--- config.mk ---
export PLATFORM = sky130hd
export DESIGN_NAME = gbc_key_regs
export DESIGN_NICKNAME = d
export VERILOG_FILES = /design/src/gbc_pkg.sv /design/src/gbc_key_regs.sv
export SDC_FILE = /design/constraint.sdc
export NUM_CORES = 1
export LEC_CHECK = 0
export BUFFER_PORTS_ARGS = -buffer_cell sky130_fd_sc_hd__buf_2
export CORE_MARGIN = 10
export CORE_UTILIZATION = 45
export CTS_BUF_LIST = sky130_fd_sc_hd__clkbuf_4 sky130_fd_sc_hd__clkbuf_8
export DETAILED_ROUTE_END_ITERATION = 16
export HOLD_SLACK_MARGIN = 0.02
export PLACE_DENSITY = 0.72
export SLEW_MARGIN = 20
export SYNTH_ARGS = -nofsm -noshare
export SYNTH_HDL_FRONTEND = slang
export SYNTH_SLANG_ARGS = --single-unit
--- constraint.sdc ---
create_clock -name clock -period 3 [get_ports clock]
set_input_delay 0.3 -clock clock [delete_from_list [all_inputs] [get_ports clock]]
set_output_delay 0.3 -clock clock [all_outputs]
set_load 0.02 [all_outputs]
--- src/gbc_pkg.sv ---
// gbc_pkg: shared types, constants and round function of the GOST block cipher.
// Used by gbc_key_regs, gbc_stage and gost_block_cipher_ecb; depends on nothing.
package gbc_pkg;

   localparam int ROUNDS      = 32;
   localparam int KEY_WORDS   = 8;
   localparam int ROT_LEFT    = 11;
   localparam int CSR_INDEX_W = 8;

   localparam logic [CSR_INDEX_W-1:0] KEY_PAIR_0 = 8'd0;
   localparam logic [CSR_INDEX_W-1:0] KEY_PAIR_1 = 8'd1;
   localparam logic [CSR_INDEX_W-1:0] KEY_PAIR_2 = 8'd2;
   localparam logic [CSR_INDEX_W-1:0] KEY_PAIR_3 = 8'd3;

   typedef logic [KEY_WORDS-1:0][31:0] key_words_type;

   typedef struct packed {
      logic        valid;
      logic        dec;
      logic [31:0] left;
      logic [31:0] right;
   } stage_type;

   localparam logic [3:0] SBOX [8][16] = '{
      '{4'h4, 4'hA, 4'h9, 4'h2, 4'hD, 4'h8, 4'h0, 4'hE,
        4'h6, 4'hB, 4'h1, 4'hC, 4'h7, 4'hF, 4'h5, 4'h3},
      '{4'hE, 4'hB, 4'h4, 4'hC, 4'h6, 4'hD, 4'hF, 4'hA,
        4'h2, 4'h3, 4'h8, 4'h1, 4'h0, 4'h7, 4'h5, 4'h9},
      '{4'h5, 4'h8, 4'h1, 4'hD, 4'hA, 4'h3, 4'h4, 4'h2,
        4'hE, 4'hF, 4'hC, 4'h7, 4'h6, 4'h0, 4'h9, 4'hB},
      '{4'h7, 4'hD, 4'hA, 4'h1, 4'h0, 4'h8, 4'h9, 4'hF,
        4'hE, 4'h4, 4'h6, 4'hC, 4'hB, 4'h2, 4'h5, 4'h3},
      '{4'h6, 4'hC, 4'h7, 4'h1, 4'h5, 4'hF, 4'hD, 4'h8,
        4'h4, 4'hA, 4'h9, 4'hE, 4'h0, 4'h3, 4'hB, 4'h2},
      '{4'h4, 4'hB, 4'hA, 4'h0, 4'h7, 4'h2, 4'h1, 4'hD,
        4'h3, 4'h6, 4'h8, 4'h5, 4'h9, 4'hC, 4'hF, 4'hE},
      '{4'hD, 4'hB, 4'h4, 4'h1, 4'h3, 4'hF, 4'h5, 4'h9,
        4'h0, 4'hA, 4'hE, 4'h7, 4'h6, 4'h8, 4'h2, 4'hC},
      '{4'h1, 4'hF, 4'hD, 4'h0, 4'h5, 4'h7, 4'hA, 4'h4,
        4'h9, 4'h2, 4'h3, 4'hE, 4'h6, 4'hB, 4'h8, 4'hC}
   };

   // add key, substitute nibbles, rotate, mix into the other half
   function automatic logic [31:0] round_f(input logic [31:0] a, input logic [31:0] b,
                                           input logic [31:0] k);
      logic [31:0] s;
      logic [31:0] t;
      s = a + k;
      t = '0;
      for (int i = 0; i < 4; i++) begin
         t[8*i+4 +: 4] = SBOX[2*i][s[8*i+4 +: 4]];
         t[8*i   +: 4] = SBOX[2*i+1][s[8*i +: 4]];
      end
      return {t[31-ROT_LEFT:0], t[31:32-ROT_LEFT]} ^ b;
   endfunction

endpackage

--- src/gbc_key_regs.sv ---
// gbc_key_regs: the four 64-bit key pair registers and their write port.
// Depends on gbc_pkg.
module gbc_key_regs (
   input  logic                               clock,
   input  logic                               reset,
   input  logic                               csr_valid,
   input  logic [gbc_pkg::CSR_INDEX_W-1:0]    csr_index,
   input  logic [63:0]                        csr_wdata,
   output gbc_pkg::key_words_type             key_words
);

   logic [3:0][63:0] key_pair_ff;
   logic [3:0][63:0] key_pair_in;

   always_comb begin
      key_pair_in = key_pair_ff;
      if (csr_valid) begin
         unique case (csr_index)
            gbc_pkg::KEY_PAIR_0: key_pair_in[0] = csr_wdata;
            gbc_pkg::KEY_PAIR_1: key_pair_in[1] = csr_wdata;
            gbc_pkg::KEY_PAIR_2: key_pair_in[2] = csr_wdata;
            gbc_pkg::KEY_PAIR_3: key_pair_in[3] = csr_wdata;
            default: ;  // drop writes beyond the register list
         endcase
      end
   end

   always_ff @(posedge clock) begin
      if (reset) begin
         key_pair_ff <= '0;
      end else begin
         key_pair_ff <= key_pair_in;
      end
   end

   always_comb begin
      for (int i = 0; i < 4; i++) begin
         key_words[2*i]   = key_pair_ff[i][31:0];
         key_words[2*i+1] = key_pair_ff[i][63:32];
      end
   end

endmodule

After elaboration in Yosys (flattened, before gate mapping) --
Index checks and enable logic that the tools add are counted.
Word-level totals: bits of input ports 75, logic and storage cells 12, bits in registers 256
Operators by class: equal/unequal tests 3, reductions and logical operators 5
Operators by type and width (number):
- $eq A8 B2 Y1 const B | 2
- $eq A8 B1 Y1 const B | 1
- $logic_not A8 Y1 | 1
- $reduce_and A2 Y1 | 4

Depth between registers and ports, before layout --
depth in word-level cells 2, depth in mapped cells 5, gate-level depth less buffers 3

Worst setup path before layout --
Ideal clock, no wire load.
path kind input-to-reg, start in csr_index[6] (netlist name), end reg key_pair_ff, in the netlist key_words[100], arrival time 1.324 ns, setup time 0.072 ns, path slack 1.605 ns, buffers on the path 2, stages 5, data required time 2.928 ns, cells stage by stage nor4b_4 > and4b_1 > buf_12 > buf_12 > mux2i_1
Between the ends: cells in the longest elaborated chain, start to end 2
Ends and longest elaborated chain:
- start: declaration | RTL line gbc_key_regs.sv:7 | input logic [gbc_pkg::CSR_INDEX_W-1:0] csr_index,
- $eq A8 B1 Y1 | RTL line gbc_key_regs.sv:18 | unique case (csr_index)
- $reduce_and A2 Y1 (no source line)
- end signal: assignment | RTL line gbc_key_regs.sv:32 | key_pair_ff <= key_pair_in;
- end: declaration | RTL line gbc_key_regs.sv:12 | logic [3:0][63:0] key_pair_ff;
No other way between the ends. A chain may end at the register's enable or synchronous reset.

Final worst setup path --
start in csr_index[5] (netlist name), end reg key_pair_ff, in the netlist key_words[63]
Between the ends: cells in the longest elaborated chain, start to end 2
Ends and longest elaborated chain (RTL line):
- $logic_not A8 Y1 | gbc_key_regs.sv:18
- $reduce_and A2 Y1 (no source line)
No other way between the ends.

==> summary.txt <==
Placed design
  – Final weighted congestion in routability-driven placement: 0.772
  – DPL Wire Length: 19700 um
  – Number of port buffers: 330
  – Placed cell count: 1466

Global routing
  – Wire length of the first global-routing pass: 43300 um
  – Number of global-route vias before repair: 7773
  – Antenna violations before repair: 3
  – Overall fraction of global-route tracks in use: 0.183
  – Maximum number of pins on one net before global-route repair: 102
  – Aggregate global routing overflow: 0

Detailed routing
  – ANT nets after route: 0
  – Uppermost routed layer: met4
  – Total wirelength of the detailed-routed design: 28100 um
  – WL met2: 13100 um
  – Wirelength per Cell: 18.2 um
  – Metal3 WL: 2750 um
  – Pre-Repair DR Iteration Count: 4
  – Wire length on met1: 11500 um
  – Total number of vias: 7368
  – Detail-routed via count per cell: 4.76
  – Remaining DRCs: 0
  – Number of DRC markers in iteration 0: 338

Clock tree
  – Depth of the CTS H-tree: 2
  – Root buffer selected by CTS: clkbuf_8
  – Post-cts sizing count: 0
  – Cts bufs inserted: 44
  – Clock transition at the registers of the reported paths: 60 ps
  – Clock tree from TritonCTS: yes
  – Hold-fix buffer count after cts: 0
  – Post-CTS Setup Inserts: 0
  – Number of clock sinks seen by CTS: 256
  – Clk_lat worst skew: 530 ps
  – Clock Path Buffers: 3

Worst hold path
  – Hold endpoint: key_words[194]
  – Hold WC Path Type: input port to flop
  – Hold depth: 3
  – Launch instance of the worst min-delay path: csr_wdata[2]

Die
  – I/O pin count: 331
  – Floorplan core area: 22600 sq um
  – Overall die height: 171 um
  – Number of core rows: 55
  – Horizontal die dimension: 171 um
  – Die Area: 29400 sq um
  – Effective utilization at floorplan: 0.457

Job
  – Total of max-cap violations: 0

Run status
  – Outcome: completed

Pwr
  – Pwr Density: 541 nW/um^2
  – Leak pwr: 6.40 nW
  – Largest voltage drop on the vdd net: 0.000336 V

Yosys
  – Proportion of synthesized chip area in sequential cells: 0.497
  – Fraction of post-synthesis cell area in the top cell type by area: 0.497
  – Net count of the mapped netlist: 976
  – Library cell with the largest summed area after synthesis: dfxtp_1
  – Number of synthesized register bits: 256
  – Post-synthesis cell type count: 13
  – Biggest area contributors in the synthesized netlist: dfxtp_1, mux2i_1, nand2b_1
  – Cells after Synth: 901
  – Mean post-synth cell area: 11.5 sq um
  – Yosys synthesis warning count: 0
  – Post-synthesis instance area: 10300 sq um

Setup path
  – Data arrival time of the worst path: 2070 ps
  – CP Launch Type: input port
  – Setup CP Type: input port to flop
  – Critical-path cell with the highest stage delay: and4bb_4
  – Stage delay of the slowest cell on the critical path: 630 ps
  – Depth of the worst register-to-register path: 2
  – Reg2Reg Setup Slack: 2360 ps
  – Sequence of cells on the critical path: buf_2 > nor3_1 > and4bb_4 > buf_4 > mux2i_1
  – Buf+Inv Stages, Crit Path: 2
  – Largest fanout of any net on the critical path: 22
  – FF-to-FF Start: key_words[58]
  – Family with the most delay on the worst path: simple AND/OR/NAND/NOR gates
  – Data required time of the worst path: 3460 ps
  – Worst reg2reg endpoint: key_words[58]
  – Sort of element at the end of the critical path: flop

STA
  – Setup TNS after final layout: 0 ps
  – Final hold vios: 0
  – Setup Viol. Count Final: 0
  – Period utilization: 0.538
  – Worst slew margin: 0.471
  – RSZ-0062 raised after global routing: no
  – Min Tclk post-route: 1620 ps
  – Actual slew at the worst max-slew pin: 794 ps
  – Post-route clock skew: 0 ps
  – Number of pins exceeding their max-slew limit in the final report: 0
  – Max Fclk: 619 MHz

Final layout
  – Area added between synthesis and finish: 24.9%
  – Share of cells above drive strength 1: 0.337
  – NumNets Final: 1302
  – Final cell count without fillers: 1547
  – Max reg flops: 256
==> worst register-to-register path, stage by stage (launching register included) <==
cell and delay (ps):
dfxtp_1 360, nand2b_1 80, mux2i_1 130
==> synth_stat cells <==
library cell  number
buf_6             12
and4b_1            1
nand2b_1         320
buf_12            14
dfxtp_1          256
and4bb_1           1
nor3_1             1
buf_4              2
nand4_1            1
mux2i_1          256
nor4b_4            1
nand4b_1           1
clkbuf_1          35
==> power breakdown <==
part	switching, mW	total, mW	leakage [nW]	internal (mW)
Combinational	0.136	0.266	3.84	0.130
Clock	1.40	3.30	0.499	1.90
Sequential	0.00233	3.41	2.06	3.40
==> routing by layer <==
layer  vias up  global-route usage
met4         0              0.0616
met1      3432               0.210
met2       260               0.302
met3        48              0.0754
li1       3628                   -
met5         -                   0
==> logic make-up after synthesis <==
logic type / count (synthesis) / synth area share
flip-flops: 256 / 0.497
multiplexers: 256 / 0.248
AND/OR/NAND/NOR: 326 / 0.200
buffers and inverters: 63 / 0.0545
==> metrics by stage <==
step           cell area, sq um   util  setup slack, ps  hold slack [ps]  total power, mW
2_1_floorplan             10300      -             1600              521             3.65
3_3_place_gp              12000  0.529              879              454             3.75
3_5_place_dp              12000  0.529              814              458             3.75
4_1_cts                   12900  0.571             1360             85.6             7.05
5_1_grt                   12900  0.571             1310              105             7.22
6_report                  12900  0.571             1380              107             6.97
==> worst max-delay path by stage <==
stage,start,to,cells after the start
2_1_floorplan,csr_index[6],key_words[100],5
3_3_place_gp,csr_index[5],key_words[63],5
3_5_place_dp,csr_index[5],key_words[85],5
4_1_cts,csr_index[5],key_words[63],5
5_1_grt,csr_index[5],key_words[69],5
6_report,csr_index[5],key_words[63],5
==> placed cells by master (no fill, tap or decap) <==
| cell type | n |
|---|---|
| clkinv_4 | 1 |
| buf_12 | 6 |
| buf_6 | 1 |
| mux2i_1 | 256 |
| nand4b_1 | 1 |
| clkinvlp_4 | 1 |
| clkbuf_8 | 54 |
| clkbuf_4 | 15 |
| nand2b_1 | 320 |
| and4bb_4 | 1 |
| nand4_1 | 1 |
| and4b_4 | 1 |
| clkinv_2 | 6 |
| buf_4 | 7 |
| buf_2 | 329 |
| dfxtp_1 | 256 |
| bufinv_16 | 1 |
| nor4b_4 | 1 |
| nor3_1 | 1 |
| diode_2 | 3 |
==> area by class of cell <==
| class | instances | area [sq um] |
|---|---|---|
| fillers | 1956 | 9680 |
| flip-flops and latches | 256 | 5120 |
| multi-input cells | 582 | 4640 |
| repair buffers | 343 | 1830 |
| clock buffers | 69 | 856 |
| well taps | 285 | 357 |
| clock inverters | 9 | 76.3 |
| diodes | 3 | 7.51 |
Note: power is estimated with default switching activity, not from simulation.
