$ cat src/gbc_pkg.sv
// gbc_pkg: shared types, constants and round function of the GOST block cipher.
// Used by gbc_key_regs, gbc_stage and gost_block_cipher_ecb; depends on nothing.
package gbc_pkg;

   localparam int ROUNDS      = 32;
   localparam int KEY_WORDS   = 8;
   localparam int ROT_LEFT    = 11;
   localparam int CSR_INDEX_W = 8;

   localparam logic [CSR_INDEX_W-1:0] KEY_PAIR_0 = 8'd0;
   localparam logic [CSR_INDEX_W-1:0] KEY_PAIR_1 = 8'd1;
   localparam logic [CSR_INDEX_W-1:0] KEY_PAIR_2 = 8'd2;
   localparam logic [CSR_INDEX_W-1:0] KEY_PAIR_3 = 8'd3;

   typedef logic [KEY_WORDS-1:0][31:0] key_words_type;

   typedef struct packed {
      logic        valid;
      logic        dec;
      logic [31:0] left;
      logic [31:0] right;
   } stage_type;

   localparam logic [3:0] SBOX [8][16] = '{
      '{4'h4, 4'hA, 4'h9, 4'h2, 4'hD, 4'h8, 4'h0, 4'hE,
        4'h6, 4'hB, 4'h1, 4'hC, 4'h7, 4'hF, 4'h5, 4'h3},
      '{4'hE, 4'hB, 4'h4, 4'hC, 4'h6, 4'hD, 4'hF, 4'hA,
        4'h2, 4'h3, 4'h8, 4'h1, 4'h0, 4'h7, 4'h5, 4'h9},
      '{4'h5, 4'h8, 4'h1, 4'hD, 4'hA, 4'h3, 4'h4, 4'h2,
        4'hE, 4'hF, 4'hC, 4'h7, 4'h6, 4'h0, 4'h9, 4'hB},
      '{4'h7, 4'hD, 4'hA, 4'h1, 4'h0, 4'h8, 4'h9, 4'hF,
        4'hE, 4'h4, 4'h6, 4'hC, 4'hB, 4'h2, 4'h5, 4'h3},
      '{4'h6, 4'hC, 4'h7, 4'h1, 4'h5, 4'hF, 4'hD, 4'h8,
        4'h4, 4'hA, 4'h9, 4'hE, 4'h0, 4'h3, 4'hB, 4'h2},
      '{4'h4, 4'hB, 4'hA, 4'h0, 4'h7, 4'h2, 4'h1, 4'hD,
        4'h3, 4'h6, 4'h8, 4'h5, 4'h9, 4'hC, 4'hF, 4'hE},
      '{4'hD, 4'hB, 4'h4, 4'h1, 4'h3, 4'hF, 4'h5, 4'h9,
        4'h0, 4'hA, 4'hE, 4'h7, 4'h6, 4'h8, 4'h2, 4'hC},
      '{4'h1, 4'hF, 4'hD, 4'h0, 4'h5, 4'h7, 4'hA, 4'h4,
        4'h9, 4'h2, 4'h3, 4'hE, 4'h6, 4'hB, 4'h8, 4'hC}
   };

   // add key, substitute nibbles, rotate, mix into the other half
   function automatic logic [31:0] round_f(input logic [31:0] a, input logic [31:0] b,
                                           input logic [31:0] k);
      logic [31:0] s;
      logic [31:0] t;
      s = a + k;
      t = '0;
      for (int i = 0; i < 4; i++) begin
         t[8*i+4 +: 4] = SBOX[2*i][s[8*i+4 +: 4]];
         t[8*i   +: 4] = SBOX[2*i+1][s[8*i +: 4]];
      end
      return {t[31-ROT_LEFT:0], t[31:32-ROT_LEFT]} ^ b;
   endfunction

endpackage

$ cat src/gbc_stage.sv
// gbc_stage: one registered Feistel round with its valid bit and stall chain.
// Depends on gbc_pkg.
module gbc_stage (
   input  logic               clock,
   input  logic               reset,
   input  gbc_pkg::stage_type stage_i,
   input  logic [31:0]        key_enc,
   input  logic [31:0]        key_dec,
   input  logic               swap,
   input  logic               next_ready,
   output logic               ready,
   output gbc_pkg::stage_type stage_o
);

   gbc_pkg::stage_type stage_ff;
   gbc_pkg::stage_type stage_in;
   logic [31:0]        key;
   logic [31:0]        f;

   assign key = stage_i.dec ? key_dec : key_enc;
   assign f   = gbc_pkg::round_f(stage_i.left, stage_i.right, key);

   always_comb begin
      stage_in.valid = stage_i.valid;
      stage_in.dec   = stage_i.dec;
      stage_in.left  = swap ? f : stage_i.left;
      stage_in.right = swap ? stage_i.left : f;
   end

   // advance when empty or when the next stage takes our item
   assign ready = !stage_ff.valid || next_ready;

   always_ff @(posedge clock) begin
      if (reset) begin
         stage_ff.valid <= 1'b0;
      end else if (ready) begin
         stage_ff <= stage_in;
      end
   end

   assign stage_o = stage_ff;

endmodule

$ cat config.mk
export PLATFORM = sky130hd
export DESIGN_NAME = gbc_stage
export DESIGN_NICKNAME = d
export VERILOG_FILES = /design/src/gbc_pkg.sv /design/src/gbc_stage.sv
export SDC_FILE = /design/constraint.sdc
export NUM_CORES = 1
export LEC_CHECK = 0
export BUFFER_PORTS_ARGS = -buffer_cell sky130_fd_sc_hd__buf_2
export CAP_MARGIN = 40
export CORE_ASPECT_RATIO = 1.4
export CORE_UTILIZATION = 27
export CTS_CLUSTER_DIAMETER = 80
export DETAILED_ROUTE_END_ITERATION = 7
export GPL_ROUTABILITY_DRIVEN = 0
export GPL_TIMING_DRIVEN = 0
export SYNTH_ARGS = -nofsm -noshare
export SYNTH_HDL_FRONTEND = slang
export SYNTH_SLANG_ARGS = --single-unit
$ cat constraint.sdc
create_clock -name clock -period 5.3 [get_ports clock]
set_input_delay 0.795 -clock clock [delete_from_list [all_inputs] [get_ports clock]]
set_output_delay 0.795 -clock clock [all_outputs]
set_load 0.01 [all_outputs]
# Yosys cells after proc, flatten, opt, wreduce, memory -nomap -nowiden
# Memory sizes are Yosys's and may differ from the RTL's.
# Index checks and enable logic that the tools add are counted.
# op_classes
order_cmp	8
n_addsub	1
reduce_logical	3
mux	19
n_bitwise	10
# ops
operator	count
two-way mux 32 bit	3
two-way mux 4 bit	16
greater-or-equal comparator 5 bit, second input constant	8
inverter 4 -> 5 bit	8
adder 32 bit	1
XOR 32 bit	1
AND reduction 2 bit	1
logical NOT 1 bit	1
logical OR 1 bit	1
inverter 1 bit	1
# word_totals
word_cells	53
ff_bits	66
in_bits	134
memories	8
out_inout_bits	67
romBits	512
# memory_table
memory	words	word_bits	read_ports	rd_clocked_by_memory_dff	write_ports	line_no	source
(name not given)	16	4	1	0	0	gbc_pkg.sv:52	t[8*i +: 4] = SBOX[2*i+1][s[8*i +: 4]];
(name not given)	16	4	1	0	0	gbc_pkg.sv:51	t[8*i+4 +: 4] = SBOX[2*i][s[8*i+4 +: 4]];
(name not given)	16	4	1	0	0	gbc_pkg.sv:52	
(name not given)	16	4	1	0	0	gbc_pkg.sv:51	
(name not given)	16	4	1	0	0	gbc_pkg.sv:52	
(name not given)	16	4	1	0	0	gbc_pkg.sv:51	
2 more memories	--	--	--	--	--	--	

# Logic depth before layout (Yosys ltp)
# Gate-level depths: netlist of the first run.
# depth
word_depth	8
ltp_mapped	19
mapped_depth_nobuf	17

# Worst setup path after synthesis of the first run
# No wires, ideal clock.
# synth_path
path_type	input-to-reg
start	in stage_i[64] in the netlist's numbering
end	reg stage_ff, in the netlist stage_o[5], data pin
required_time_ns	5.126
path_stages	19
setup_ns	0.174
n_path_buf	2
t_arrival_ns	5.015
path_slack_ns	0.111
cell_sequence	clkbuf_1 > clkbuf_1 > mux2_2 > ha_1 > fa_1 > a211oi_1 > o211ai_1 > a211oi_1 > o21ai_0 > a21oi_1 > nor2_1 > xnor2_1 > inv_1 > ha_1 > inv_1 > a221oi_2 > a31oi_1 > a221o_1 > a311oi_1
# synth_lines
element	line_no	source
from (decl)	gbc_stage.sv:6	input gbc_pkg::stage_type stage_i,
to (signal assigned)	gbc_stage.sv:37	stage_ff <= stage_in;
to (decl)	gbc_stage.sv:15	gbc_pkg::stage_type stage_ff;

==> results of run 1 <==
worst max-delay path, cell delays in order:
cell and delay [ns]:
clkbuf_4 0.20, buf_8 0.18, mux2_2 0.36, ha_1 0.21, fa_1 0.44, a211oi_2 0.27, o211ai_1 0.17, a211oi_1 0.25
o21ai_1 0.18, a21oi_1 0.19, nor2_1 0.08, xnor2_2 0.24, inv_1 0.12, ha_2 0.38, inv_1 0.08, a221oi_2 0.17
a31oi_1 0.14, a221o_1 0.38, a311oi_1 0.31
cell usage after synthesis, types with 3 or more instances:
cell type  instances  area, um^2
a211oi_1          11       82.58
nand4_1            9       56.30
and3_1             8       50.05
and2_1             6       37.54
ha_1              74       925.9
a211oi_2           3       37.54
nand2b_1           3       18.77
nand3_1            9       45.04
buf_2              4       20.02
nand2_1           69       259.0
o21bai_1           8       60.06
nor3_1             6       30.03
xnor2_1           30       262.8
o211ai_1           5       37.54
a31oi_1            5       31.28
and4_1             3       26.28
a21boi_0           3       22.52
nor2b_1            8       50.05
nand3b_1           4       30.03
mux2_2            51       574.3
o21ai_1            6       30.03
a21oi_1           50       250.2
or3_1              5       31.28
mux4_2            10       225.2
a21o_1            18       135.1
mux2i_1           15       150.1
edfxtp_1          65        1952
a211o_1            3       26.28
clkbuf_1          18       67.56
o21ai_0           50       250.2
nor2_1            64       240.2
inv_1             40       150.1
xnor2_2            3       48.80
o31ai_1            3       22.52
xor2_1            20       175.2
layer usage:
metal  GRT usage, %  vias up
met4          9.045        0
met3          2.917       42
met1          19.51     3034
met2          34.05      179
li1               -     3145
met5              0        -
worst paths after layout:
| kind | from | end | slack [ns] | cells after the start |
|---|---|---|---|---|
| max | stage_i[64] | stage_o[5]$_DFFE_PP_ | 0.25 | 19 |
| min | stage_o[65]$_SDFFE_PP0N_ | stage_o[65]$_SDFFE_PP0N_ | 0.64 | 3 |
| max reg2reg | stage_o[65]$_SDFFE_PP0N_ | stage_o[45]$_DFFE_PP_ | 3.57 | 4 |
| min reg2reg | stage_o[65]$_SDFFE_PP0N_ | stage_o[65]$_SDFFE_PP0N_ | 0.64 | 3 |
power breakdown:
group | switching, W | internal (W)
Clock | 0.000261 | 0.000413
Combinational | 0.000838 | 0.000646
Sequential | 0.0000227 | 0.000704
Total | 0.00112 | 0.00176
kinds of logic (layout without fill, tap and decap cells):
group / after synthesis / after routing / share of synthesized area (%)
AO/OA/AOI/OAI: 197 / 197 / 18.78
XOR/XNOR: 55 / 55 / 7.717
adder cells (fa/ha/maj): 75 / 75 / 13.73
buffers and inverters: 65 / 289 / 3.722
flip-flops: 66 / 66 / 28.62
multiplexers: 77 / 77 / 14.16
AND/OR/NAND/NOR: 199 / 199 / 13.27
stage by stage:
stage / hold WS, ns / worst slack [ns] / TNS (ns) / cell area (um^2)
final: 0.6387 / 0.2460 / 0 / 8772
after CTS: 0.6260 / 0.003253 / 0 / 8711
after global routing: 0.6469 / -0.007456 / -0.007456 / 8772
after floorplan: 0.6251 / 0.1110 / 0 / 6890
after global placement: 0.5961 / -1.262 / -56.03 / 8285
after detailed placement: 0.6322 / -1.341 / -31.44 / 8363
area by class of cell:
type                    instances  area, um^2
inverters                      41       153.9
multi-input cells             603        4700
clock inverters                 6       91.34
flip-flops and latches         66        1972
repair buffers                209        1111
well taps                     315       394.1
fillers                      2625       16070
clock buffers                  10       229.0
plain buffers                  23       121.4
what timing repair did:
item | 4_1_cts | 5_1_grt
gates resized for setup | 9 | 12
hold buffers | 0 | 0
endpoints found under the setup margin | 39 | 7
setup buffers | 0 | 5
pin swaps | 0 | 2
==> run_summary.xml, run 1 <==
<?xml version="1.0" encoding="UTF-8"?>
<metrics>
  <group name="status">
    <metric name="run_status" unit="">finished clean</metric>
  </group>
  <group name="logic_synthesis">
    <metric name="synth-edff-count" unit="">65</metric>
    <metric name="synth-async-reset-ratio" unit="%">0</metric>
    <metric name="synth_warnings" unit="">0</metric>
    <metric name="dominantRegCellSynth" unit="">edfxtp_1</metric>
    <metric name="synth.ff_latch_count" unit="">66</metric>
    <metric name="postSynthCellCount" unit="">734</metric>
    <metric name="post_synth.cell_area_avg" unit="um^2">9.387</metric>
    <metric name="yosysSeqAreaShare" unit="%">28.62</metric>
    <metric name="post_synth_instance_area" unit="um^2">6890</metric>
    <metric name="synth_cell_types" unit="">70</metric>
    <metric name="synth_net_count" unit="">943</metric>
  </group>
  <group name="floorplan">
    <metric name="floorplan.initialDensity" unit="%">27.73</metric>
    <metric name="io_pins" unit="">201</metric>
    <metric name="core.rowCount" unit="">68</metric>
    <metric name="overall_die_area" unit="um^2">26170</metric>
    <metric name="standard_cell_core_area" unit="um^2">24840</metric>
    <metric name="fp.dieW" unit="um">137.0</metric>
    <metric name="die_height" unit="um">191.0</metric>
  </group>
  <group name="final_layout">
    <metric name="post_synthesis_to_final_layout_area_growth" unit="%">27.31</metric>
    <metric name="final_layout_size_suffix_gt1_share" unit="%">33.40</metric>
    <metric name="leading_cell_type_in_the_layout_fill_and_taps_excluded" unit="">buf_2</metric>
    <metric name="n_antenna_cell" unit="">0</metric>
    <metric name="largest_register_ff_count" unit="">66</metric>
    <metric name="instances_no_fill" unit="">1273</metric>
    <metric name="final_core_utilization" unit="%">35.31</metric>
    <metric name="fin_nets" unit="">1162</metric>
    <metric name="layout_common_cells" unit="">203 x buf_2, 73 x ha_1, 69 x nand2_1</metric>
  </group>
  <group name="cts">
    <metric name="numCtsBuffers" unit="">9</metric>
    <metric name="cts_max_level" unit="">3</metric>
    <metric name="cts.reportedPaths.clkPinSlew" unit="ns">0.06</metric>
    <metric name="clk-insertion-delay-late" unit="ns">0.35</metric>
    <metric name="tritoncts" unit="">built</metric>
    <metric name="clkSinkCount" unit="">66</metric>
    <metric name="clock_path_buffers" unit="">2</metric>
    <metric name="clock_tree.root_cell" unit="">clkbuf_16</metric>
  </group>
  <group name="sta">
    <metric name="final_hold_viol_count" unit="">0</metric>
    <metric name="timing_max_transition_violations_final" unit="">0</metric>
    <metric name="timing.clock.skew" unit="ns">0.006929</metric>
    <metric name="setup_viol" unit="">0</metric>
    <metric name="max_slew.worst_pin.slew" unit="ns">0.7550</metric>
    <metric name="min_period_over_period" unit="%">95.36</metric>
    <metric name="max-slew-margin-rel" unit="%">49.67</metric>
    <metric name="max_freq" unit="MHz">197.9</metric>
    <metric name="fin_crit" unit="ns">5.054</metric>
  </group>
  <group name="detailed_routing">
    <metric name="top_signal_layer_used" unit="">met4</metric>
    <metric name="total_length_of_routed_met2_wires" unit="um">12610</metric>
    <metric name="route.layer.met1.wl" unit="um">9063</metric>
    <metric name="viasPerCell" unit="">5.027</metric>
    <metric name="ant_nets" unit="">0</metric>
    <metric name="route.detailed.drc" unit="">0</metric>
    <metric name="drt-initial-drc-count" unit="">284</metric>
    <metric name="route.detailed.wl_per_inst" unit="um">18.59</metric>
    <metric name="met3_length" unit="um">1036</metric>
    <metric name="wl" unit="um">23660</metric>
    <metric name="via_count" unit="">6400</metric>
    <metric name="drt_pass1_iterations" unit="">4</metric>
  </group>
  <group name="place">
    <metric name="port_buffers" unit="">200</metric>
    <metric name="dp.final_hpwl" unit="um">19800</metric>
    <metric name="place.detailed.instances" unit="">1253</metric>
  </group>
  <group name="global_route">
    <metric name="antenna_violations_before_repair" unit="">0</metric>
    <metric name="globalRouteOverflowTotal" unit="">0</metric>
    <metric name="grt_first_pass_wirelength" unit="um">34690</metric>
    <metric name="grt_use_total" unit="%">18.26</metric>
    <metric name="grt_start_max_net_pins" unit="">30</metric>
    <metric name="number_of_global_route_vias_before_repair" unit="">6176</metric>
  </group>
  <group name="critical_path">
    <metric name="timing.critical_path.fanout_max" unit="">10</metric>
    <metric name="cp_data_arrival_time" unit="ns">5.20</metric>
    <metric name="class_of_the_most_critical_setup_path" unit="">in -&gt; reg</metric>
    <metric name="critical_path.startpoint_type" unit="">input pin</metric>
    <metric name="worst_setup_ep_type" unit="">register</metric>
    <metric name="worst-endpoint-required" unit="ns">5.44</metric>
  </group>
  <group name="pwr">
    <metric name="cell_pwr_density" unit="nW/um^2">328.8</metric>
    <metric name="p_leak" unit="nW">3.886</metric>
    <metric name="vdd_ir_drop_max" unit="mV">0.1519</metric>
    <metric name="power" unit="W">0.002884</metric>
  </group>
  <group name="min_path">
    <metric name="worstHoldPathType" unit="">reg -&gt; reg</metric>
  </group>
  <group name="run">
    <metric name="timing.max_cap.violations" unit="">0</metric>
  </group>
</metrics>
Power figures use the tool's default switching activity.
==> inputs of run 2 (changes only) <==
--- a/config.mk
+++ b/config.mk
@@ -7,12 +7,13 @@
 export LEC_CHECK = 0
 export BUFFER_PORTS_ARGS = -buffer_cell sky130_fd_sc_hd__buf_2
 export CAP_MARGIN = 40
-export CORE_ASPECT_RATIO = 1.4
-export CORE_UTILIZATION = 27
+export CORE_ASPECT_RATIO = 1.5
+export CORE_UTILIZATION = 49
 export CTS_CLUSTER_DIAMETER = 80
 export DETAILED_ROUTE_END_ITERATION = 7
 export GPL_ROUTABILITY_DRIVEN = 0
 export GPL_TIMING_DRIVEN = 0
+export PLACE_DENSITY = 0.79
 export SYNTH_ARGS = -nofsm -noshare
 export SYNTH_HDL_FRONTEND = slang
 export SYNTH_SLANG_ARGS = --single-unit
==> run_summary.xml, run 2 (synthesis gave the netlist of run 1 again) <==
<?xml version="1.0" encoding="UTF-8"?>
<metrics>
  <group name="detailed_routing">
    <metric name="wl" unit="um">20820</metric>
    <metric name="via_count" unit="">6552</metric>
    <metric name="drt_pass1_iterations" unit="">5</metric>
    <metric name="drt-initial-drc-count" unit="">383</metric>
    <metric name="viasPerCell" unit="">5.850</metric>
    <metric name="route.detailed.drc" unit="">0</metric>
    <metric name="route.detailed.wl_per_inst" unit="um">18.59</metric>
    <metric name="ant_nets" unit="">0</metric>
  </group>
  <group name="place">
    <metric name="dp.final_hpwl" unit="um">16440</metric>
    <metric name="port_buffers" unit="">200</metric>
    <metric name="place.detailed.instances" unit="">1098</metric>
  </group>
  <group name="final_layout">
    <metric name="final_layout_size_suffix_gt1_share" unit="%">33.65</metric>
    <metric name="post_synthesis_to_final_layout_area_growth" unit="%">24.60</metric>
    <metric name="final_core_utilization" unit="%">63.14</metric>
    <metric name="leading_cell_type_in_the_layout_fill_and_taps_excluded" unit="">buf_2</metric>
    <metric name="largest_register_ff_count" unit="">66</metric>
    <metric name="fin_nets" unit="">1161</metric>
    <metric name="instances_no_fill" unit="">1120</metric>
    <metric name="layout_common_cells" unit="">204 x buf_2, 73 x ha_1, 69 x nand2_1</metric>
  </group>
  <group name="sta">
    <metric name="max_slew.worst_pin.slew" unit="ns">0.8632</metric>
    <metric name="fin_crit" unit="ns">5.110</metric>
    <metric name="grt_setup_unrepaired" unit="">false</metric>
    <metric name="max_freq" unit="MHz">195.7</metric>
    <metric name="setup_viol" unit="">0</metric>
    <metric name="max-slew-margin-rel" unit="%">42.45</metric>
    <metric name="min_period_over_period" unit="%">96.41</metric>
    <metric name="timing_max_transition_violations_final" unit="">0</metric>
    <metric name="timing.clock.skew" unit="ns">0.008313</metric>
    <metric name="final_hold_viol_count" unit="">0</metric>
    <metric name="finalHoldWorstSlack" unit="ns">0.6582</metric>
  </group>
  <group name="global_route">
    <metric name="grtUsageMet3" unit="%">4.520</metric>
    <metric name="antenna_violations_before_repair" unit="">1</metric>
    <metric name="groute.layer.met2.usage" unit="%">52.06</metric>
    <metric name="number_of_global_route_vias_before_repair" unit="">6360</metric>
    <metric name="grt_use_total" unit="%">28.38</metric>
    <metric name="global_route.usage.met1" unit="%">29.70</metric>
    <metric name="grt_first_pass_wirelength" unit="um">31750</metric>
    <metric name="grt_start_max_net_pins" unit="">33</metric>
    <metric name="grt.busiest_layer" unit="">met2</metric>
    <metric name="globalRouteOverflowTotal" unit="">0</metric>
  </group>
  <group name="critical_path">
    <metric name="reg2reg_slack" unit="ns">3.89</metric>
    <metric name="class_of_the_most_critical_setup_path" unit="">in -&gt; reg</metric>
    <metric name="cp_data_arrival_time" unit="ns">5.15</metric>
    <metric name="rr_worst_depth" unit="">3</metric>
    <metric name="endpoint" unit="">stage_o[37]$_DFFE_PP_</metric>
    <metric name="crit_chain" unit="">buf_2 &gt; clkbuf_4 &gt; mux2_2 &gt; ha_1 &gt; buf_2 &gt; a21oi_1 &gt; o21ai_0 &gt; a21o_1 &gt; and3_1 &gt; or3_1 &gt; a21oi_1 &gt; xor2_2 &gt; inv_1 &gt; ha_4 &gt; inv_1 &gt; a221oi_2 &gt; a31oi_2 &gt; a222oi_1 &gt; o311ai_0</metric>
    <metric name="worst-endpoint-required" unit="ns">5.34</metric>
    <metric name="critical_path.startpoint_type" unit="">input pin</metric>
    <metric name="worst_r2r_endpoint" unit="">stage_o[20]$_DFFE_PP_</metric>
    <metric name="critPathSlowestCell" unit="">or3_1</metric>
    <metric name="critical_path.reg2reg.startpoint" unit="">stage_o[65]$_SDFFE_PP0N_</metric>
    <metric name="critical_path.startpoint" unit="">stage_i[64]</metric>
    <metric name="worst_setup_ep_type" unit="">register</metric>
    <metric name="timing.critical_path.fanout_max" unit="">10</metric>
    <metric name="max_stage_delay" unit="ns">0.37</metric>
  </group>
  <group name="floorplan">
    <metric name="overall_die_area" unit="um^2">14550</metric>
    <metric name="core.rowCount" unit="">52</metric>
    <metric name="die_height" unit="um">147.2</metric>
    <metric name="io_pins" unit="">201</metric>
    <metric name="floorplan.initialDensity" unit="%">50.67</metric>
    <metric name="fp.dieW" unit="um">98.82</metric>
    <metric name="standard_cell_core_area" unit="um^2">13600</metric>
  </group>
  <group name="cts">
    <metric name="numCtsBuffers" unit="">9</metric>
    <metric name="cts_max_level" unit="">3</metric>
    <metric name="clkSinkCount" unit="">66</metric>
    <metric name="clk-insertion-delay-late" unit="ns">0.34</metric>
    <metric name="clock_tree.root_cell" unit="">clkbuf_16</metric>
    <metric name="clock_path_buffers" unit="">2</metric>
    <metric name="tritoncts" unit="">built</metric>
    <metric name="cts.reportedPaths.clkPinSlew" unit="ns">0.06</metric>
  </group>
  <group name="pwr">
    <metric name="p_leak" unit="nW">3.895</metric>
    <metric name="cell_pwr_density" unit="nW/um^2">335.2</metric>
    <metric name="vdd_ir_drop_max" unit="mV">0.2014</metric>
    <metric name="power" unit="W">0.002878</metric>
  </group>
  <group name="run">
    <metric name="timing.max_cap.violations" unit="">0</metric>
  </group>
  <group name="min_path">
    <metric name="worstHoldPathType" unit="">in -&gt; reg</metric>
  </group>
  <group name="status">
    <metric name="run_status" unit="">finished clean</metric>
  </group>
</metrics>
[run 2: changes by cell type in the layout (fill, tap and decap cells not counted), sizes merged]
cell,change
clkbuf,+1
diode,+1
clkinvlp,-3
buf,-3
clkinv,+2
inv,+2
[run 2: worst min path at each step]
stage	start	end	slack, ns	cells past startpoint
detailed placement	stage_o[65]$_SDFFE_PP0N_	stage_o[65]$_SDFFE_PP0N_	0.66	3
floorplan	stage_o[65]$_SDFFE_PP0N_	stage_o[65]$_SDFFE_PP0N_	0.63	3
CTS	reset	stage_o[65]$_SDFFE_PP0N_	0.66	2
global route	reset	stage_o[65]$_SDFFE_PP0N_	0.68	2
global placement	stage_o[65]$_SDFFE_PP0N_	stage_o[65]$_SDFFE_PP0N_	0.60	3
finish	reset	stage_o[65]$_SDFFE_PP0N_	0.66	2
[run 2: power breakdown]
part	leakage, nW	switching, W	internal [W]	total (W)
clock	0.160	0.000252	0.000416	0.000668
combinational	3.09	0.000831	0.000653	0.00148
sequential	0.640	0.0000220	0.000704	0.000726
[run 2: critical path: cells and delay by family]
| kind | cells | cell delay [ns] |
|---|---|---|
| and+or+nand+nor | 2 | 0.59 |
| muxes | 1 | 0.36 |
| buffers and inverters | 5 | 0.91 |
| xor gates and xnor gates | 1 | 0.23 |
| AOI/OAI and AO/OA | 8 | 1.65 |
| adders and majority gates | 2 | 0.59 |
[run 2: area by class of cell]
type                       count  area (um^2)
fill                        1146         5012
multi-input combinational    603         4722
sequential                    66         1972
timing repair buffer         208         1094
clock buffer                   9        225.2
tap                          162        202.7
inverter                      41        153.9
buffer                        23        113.9
clock inverter                 7        100.1
antenna                        1        2.502
[run 2: routing by layer]
metal  share of wire, %  up-vias  wire [um]
met3                5.5       84       1142
met4                6.2        0       1299
li1                   -     3137          -
met1                 37     3038       7608
met2                 52      293      10770
met5                  0        -          0
[run 2: timing repair]
item	4_1_cts	5_1_grt
cloned	0	0
hold buffers	0	0
endpoints found under the setup margin	37	8
buffers inserted	0	6
pin swaps	0	2
resized for setup	8	8
[run 2: through the flow]
step / setup WS, ns / cell area [um^2] / setup TNS [ns]
global route: 0.003307 / 8586 / 0
CTS: 0.03646 / 8499 / 0
detailed placement: -1.186 / 8149 / -26.44
finish: 0.1901 / 8586 / 0
floorplan: 0.1110 / 6890 / 0
global placement: -1.093 / 8094 / -23.46
==> inputs of run 3 (changes only) <==
--- a/config.mk
+++ b/config.mk
@@ -7,12 +7,13 @@
 export LEC_CHECK = 0
 export BUFFER_PORTS_ARGS = -buffer_cell sky130_fd_sc_hd__buf_2
 export CAP_MARGIN = 40
-export CORE_ASPECT_RATIO = 1.5
 export CORE_UTILIZATION = 49
+export CTS_BUF_LIST = sky130_fd_sc_hd__clkbuf_16
 export CTS_CLUSTER_DIAMETER = 80
 export DETAILED_ROUTE_END_ITERATION = 7
 export GPL_ROUTABILITY_DRIVEN = 0
 export GPL_TIMING_DRIVEN = 0
+export HOLD_SLACK_MARGIN = 0.03
 export PLACE_DENSITY = 0.79
 export SYNTH_ARGS = -nofsm -noshare
 export SYNTH_HDL_FRONTEND = slang
==> run_summary.xml, run 3 (synthesis gave the netlist of run 1 again) <==
<?xml version="1.0" encoding="UTF-8"?>
<metrics>
  <group name="floorplan">
    <metric name="floorplan.initialDensity" unit="%">51.22</metric>
    <metric name="standard_cell_core_area" unit="um^2">13450</metric>
    <metric name="fp.dieW" unit="um">120.6</metric>
    <metric name="core.rowCount" unit="">42</metric>
    <metric name="overall_die_area" unit="um^2">14540</metric>
    <metric name="die_height" unit="um">120.6</metric>
    <metric name="io_pins" unit="">201</metric>
  </group>
  <group name="sta">
    <metric name="max-slew-margin-rel" unit="%">53.04</metric>
    <metric name="fin_crit" unit="ns">5.088</metric>
    <metric name="timing.clock.skew" unit="ns">0.007128</metric>
    <metric name="final_hold_viol_count" unit="">0</metric>
    <metric name="max_slew.worst_pin.slew" unit="ns">0.7044</metric>
    <metric name="timing.final.ws_setup" unit="ns">0.2117</metric>
    <metric name="setup_total_negative_slack" unit="ns">0</metric>
    <metric name="min_period_over_period" unit="%">96.00</metric>
    <metric name="setup_viol" unit="">0</metric>
    <metric name="max_freq" unit="MHz">196.5</metric>
    <metric name="timing_max_transition_violations_final" unit="">0</metric>
  </group>
  <group name="cts">
    <metric name="clock_tree.root_cell" unit="">clkbuf_16</metric>
    <metric name="tritoncts" unit="">built</metric>
    <metric name="numCtsBuffers" unit="">9</metric>
    <metric name="cts_hold_repair.buffers" unit="">0</metric>
    <metric name="clkSinkCount" unit="">66</metric>
    <metric name="clock_path_buffers" unit="">2</metric>
    <metric name="cts_max_level" unit="">3</metric>
    <metric name="cts.reportedPaths.clkPinSlew" unit="ns">0.06</metric>
    <metric name="clk-insertion-delay-late" unit="ns">0.35</metric>
  </group>
  <group name="final_layout">
    <metric name="filler_instances" unit="">1132</metric>
    <metric name="layout_common_cells" unit="">204 x buf_2, 73 x ha_1, 69 x nand2_1</metric>
    <metric name="fin_nets" unit="">1161</metric>
    <metric name="post_synthesis_to_final_layout_area_growth" unit="%">25.04</metric>
    <metric name="n_antenna_cell" unit="">0</metric>
    <metric name="multi_input_comb_area" unit="um^2">4705</metric>
    <metric name="instances_no_fill" unit="">1133</metric>
    <metric name="final_layout_size_suffix_gt1_share" unit="%">33.54</metric>
    <metric name="largest_register_ff_count" unit="">66</metric>
    <metric name="final_core_utilization" unit="%">64.04</metric>
    <metric name="regArea" unit="um^2">1972</metric>
    <metric name="leading_cell_type_in_the_layout_fill_and_taps_excluded" unit="">buf_2</metric>
  </group>
  <group name="pwr">
    <metric name="cell_pwr_density" unit="nW/um^2">339.0</metric>
    <metric name="p_leak" unit="nW">3.903</metric>
    <metric name="vdd_ir_drop_max" unit="mV">0.1617</metric>
  </group>
  <group name="global_route">
    <metric name="globalRouteOverflowTotal" unit="">0</metric>
    <metric name="antenna_violations_before_repair" unit="">0</metric>
    <metric name="grt_use_total" unit="%">27.49</metric>
    <metric name="grt_first_pass_wirelength" unit="um">30380</metric>
    <metric name="grt_start_max_net_pins" unit="">33</metric>
    <metric name="number_of_global_route_vias_before_repair" unit="">5975</metric>
  </group>
  <group name="detailed_routing">
    <metric name="route.detailed.wl_per_inst" unit="um">17.77</metric>
    <metric name="wl" unit="um">20130</metric>
    <metric name="drt-initial-drc-count" unit="">670</metric>
    <metric name="viasPerCell" unit="">5.815</metric>
    <metric name="drt_pass1_iterations" unit="">7</metric>
    <metric name="route.detailed.drc" unit="">0</metric>
    <metric name="via_count" unit="">6588</metric>
    <metric name="ant_nets" unit="">0</metric>
  </group>
  <group name="critical_path">
    <metric name="class_of_the_most_critical_setup_path" unit="">in -&gt; reg</metric>
    <metric name="timing.critical_path.fanout_max" unit="">10</metric>
    <metric name="critical_path.startpoint_type" unit="">input pin</metric>
    <metric name="worst-endpoint-required" unit="ns">5.46</metric>
    <metric name="worst_setup_ep_type" unit="">register</metric>
    <metric name="rr_worst_depth" unit="">3</metric>
    <metric name="cp_data_arrival_time" unit="ns">5.25</metric>
  </group>
  <group name="place">
    <metric name="dp.final_hpwl" unit="um">16090</metric>
    <metric name="port_buffers" unit="">200</metric>
    <metric name="place.detailed.instances" unit="">1113</metric>
    <metric name="detailedPlace.worstSlack" unit="ns">-1.180</metric>
  </group>
  <group name="min_path">
    <metric name="worstHoldPathCells" unit="">3</metric>
    <metric name="worstHoldPathType" unit="">reg -&gt; reg</metric>
  </group>
  <group name="run">
    <metric name="timing.max_cap.violations" unit="">0</metric>
  </group>
  <group name="status">
    <metric name="run_status" unit="">finished clean</metric>
  </group>
</metrics>
[run 3: stage by stage]
step	hold WS, ns	instance area [um^2]	total power, W
after floorplan	0.6251	6890	0.001760
after global placement	0.5946	8112	0.002123
after detailed placement	0.6324	8178	0.002164
after CTS	0.6428	8543	0.002891
after global routing	0.6575	8616	0.003094
final	0.6392	8616	0.002921
[run 3: final timing paths]
check / start / end / slack, ns
min reg2reg: stage_o[65]$_SDFFE_PP0N_ / stage_o[65]$_SDFFE_PP0N_ / 0.64
min: stage_o[65]$_SDFFE_PP0N_ / stage_o[65]$_SDFFE_PP0N_ / 0.64
max: stage_i[64] / stage_o[5]$_DFFE_PP_ / 0.21
max reg2reg: stage_o[65]$_SDFFE_PP0N_ / stage_o[43]$_DFFE_PP_ / 3.88
[run 3: layout make-up]
cell class              count  area share (%)
inverters                  41           1.786
plain buffers              23           1.336
clock buffers               9           2.614
repair buffers            208           12.76
clock inverters             7           1.452
flip-flops and latches     66           22.89
well taps                 176           2.556
multi-input cells         603           54.60
[run 3: worst max-delay path, cell delays in order]
cell      delay (ns)
clkbuf_4        0.19
buf_8           0.17
mux2_2          0.34
ha_1            0.20
fa_1            0.45
a211oi_2        0.29
o211ai_1        0.22
a211oi_2        0.23
o21ai_1         0.17
a21oi_1         0.19
nor2_1          0.08
xnor2_2         0.28
inv_1           0.14
ha_2            0.39
inv_1           0.09
a221oi_2        0.19
a31oi_1         0.15
a221o_1         0.39
a311oi_1        0.27
[run 3: power breakdown]
group,internal (W),switching (W)
Clock,0.000464,0.000254
Sequential,0.000704,0.0000211
Combinational,0.000642,0.000836
[run 3: metal layers]
metal	routed length, um	track usage [%]	vias to the layer above
met2	9479	47.09	369
met1	8413	35.31	3036
li1	-	-	3137
met4	578	8.642	0
met5	0	0	-
met3	1661	4.481	46
[run 3: what timing repair did]
| action | 4_1_cts | 5_1_grt |
|---|---|---|
| gates resized for setup | 6 | 14 |
| gates cloned | 0 | 0 |
| endpoints found under the setup margin | 32 | 10 |
| buffers inserted | 0 | 5 |
| pin swaps | 0 | 3 |
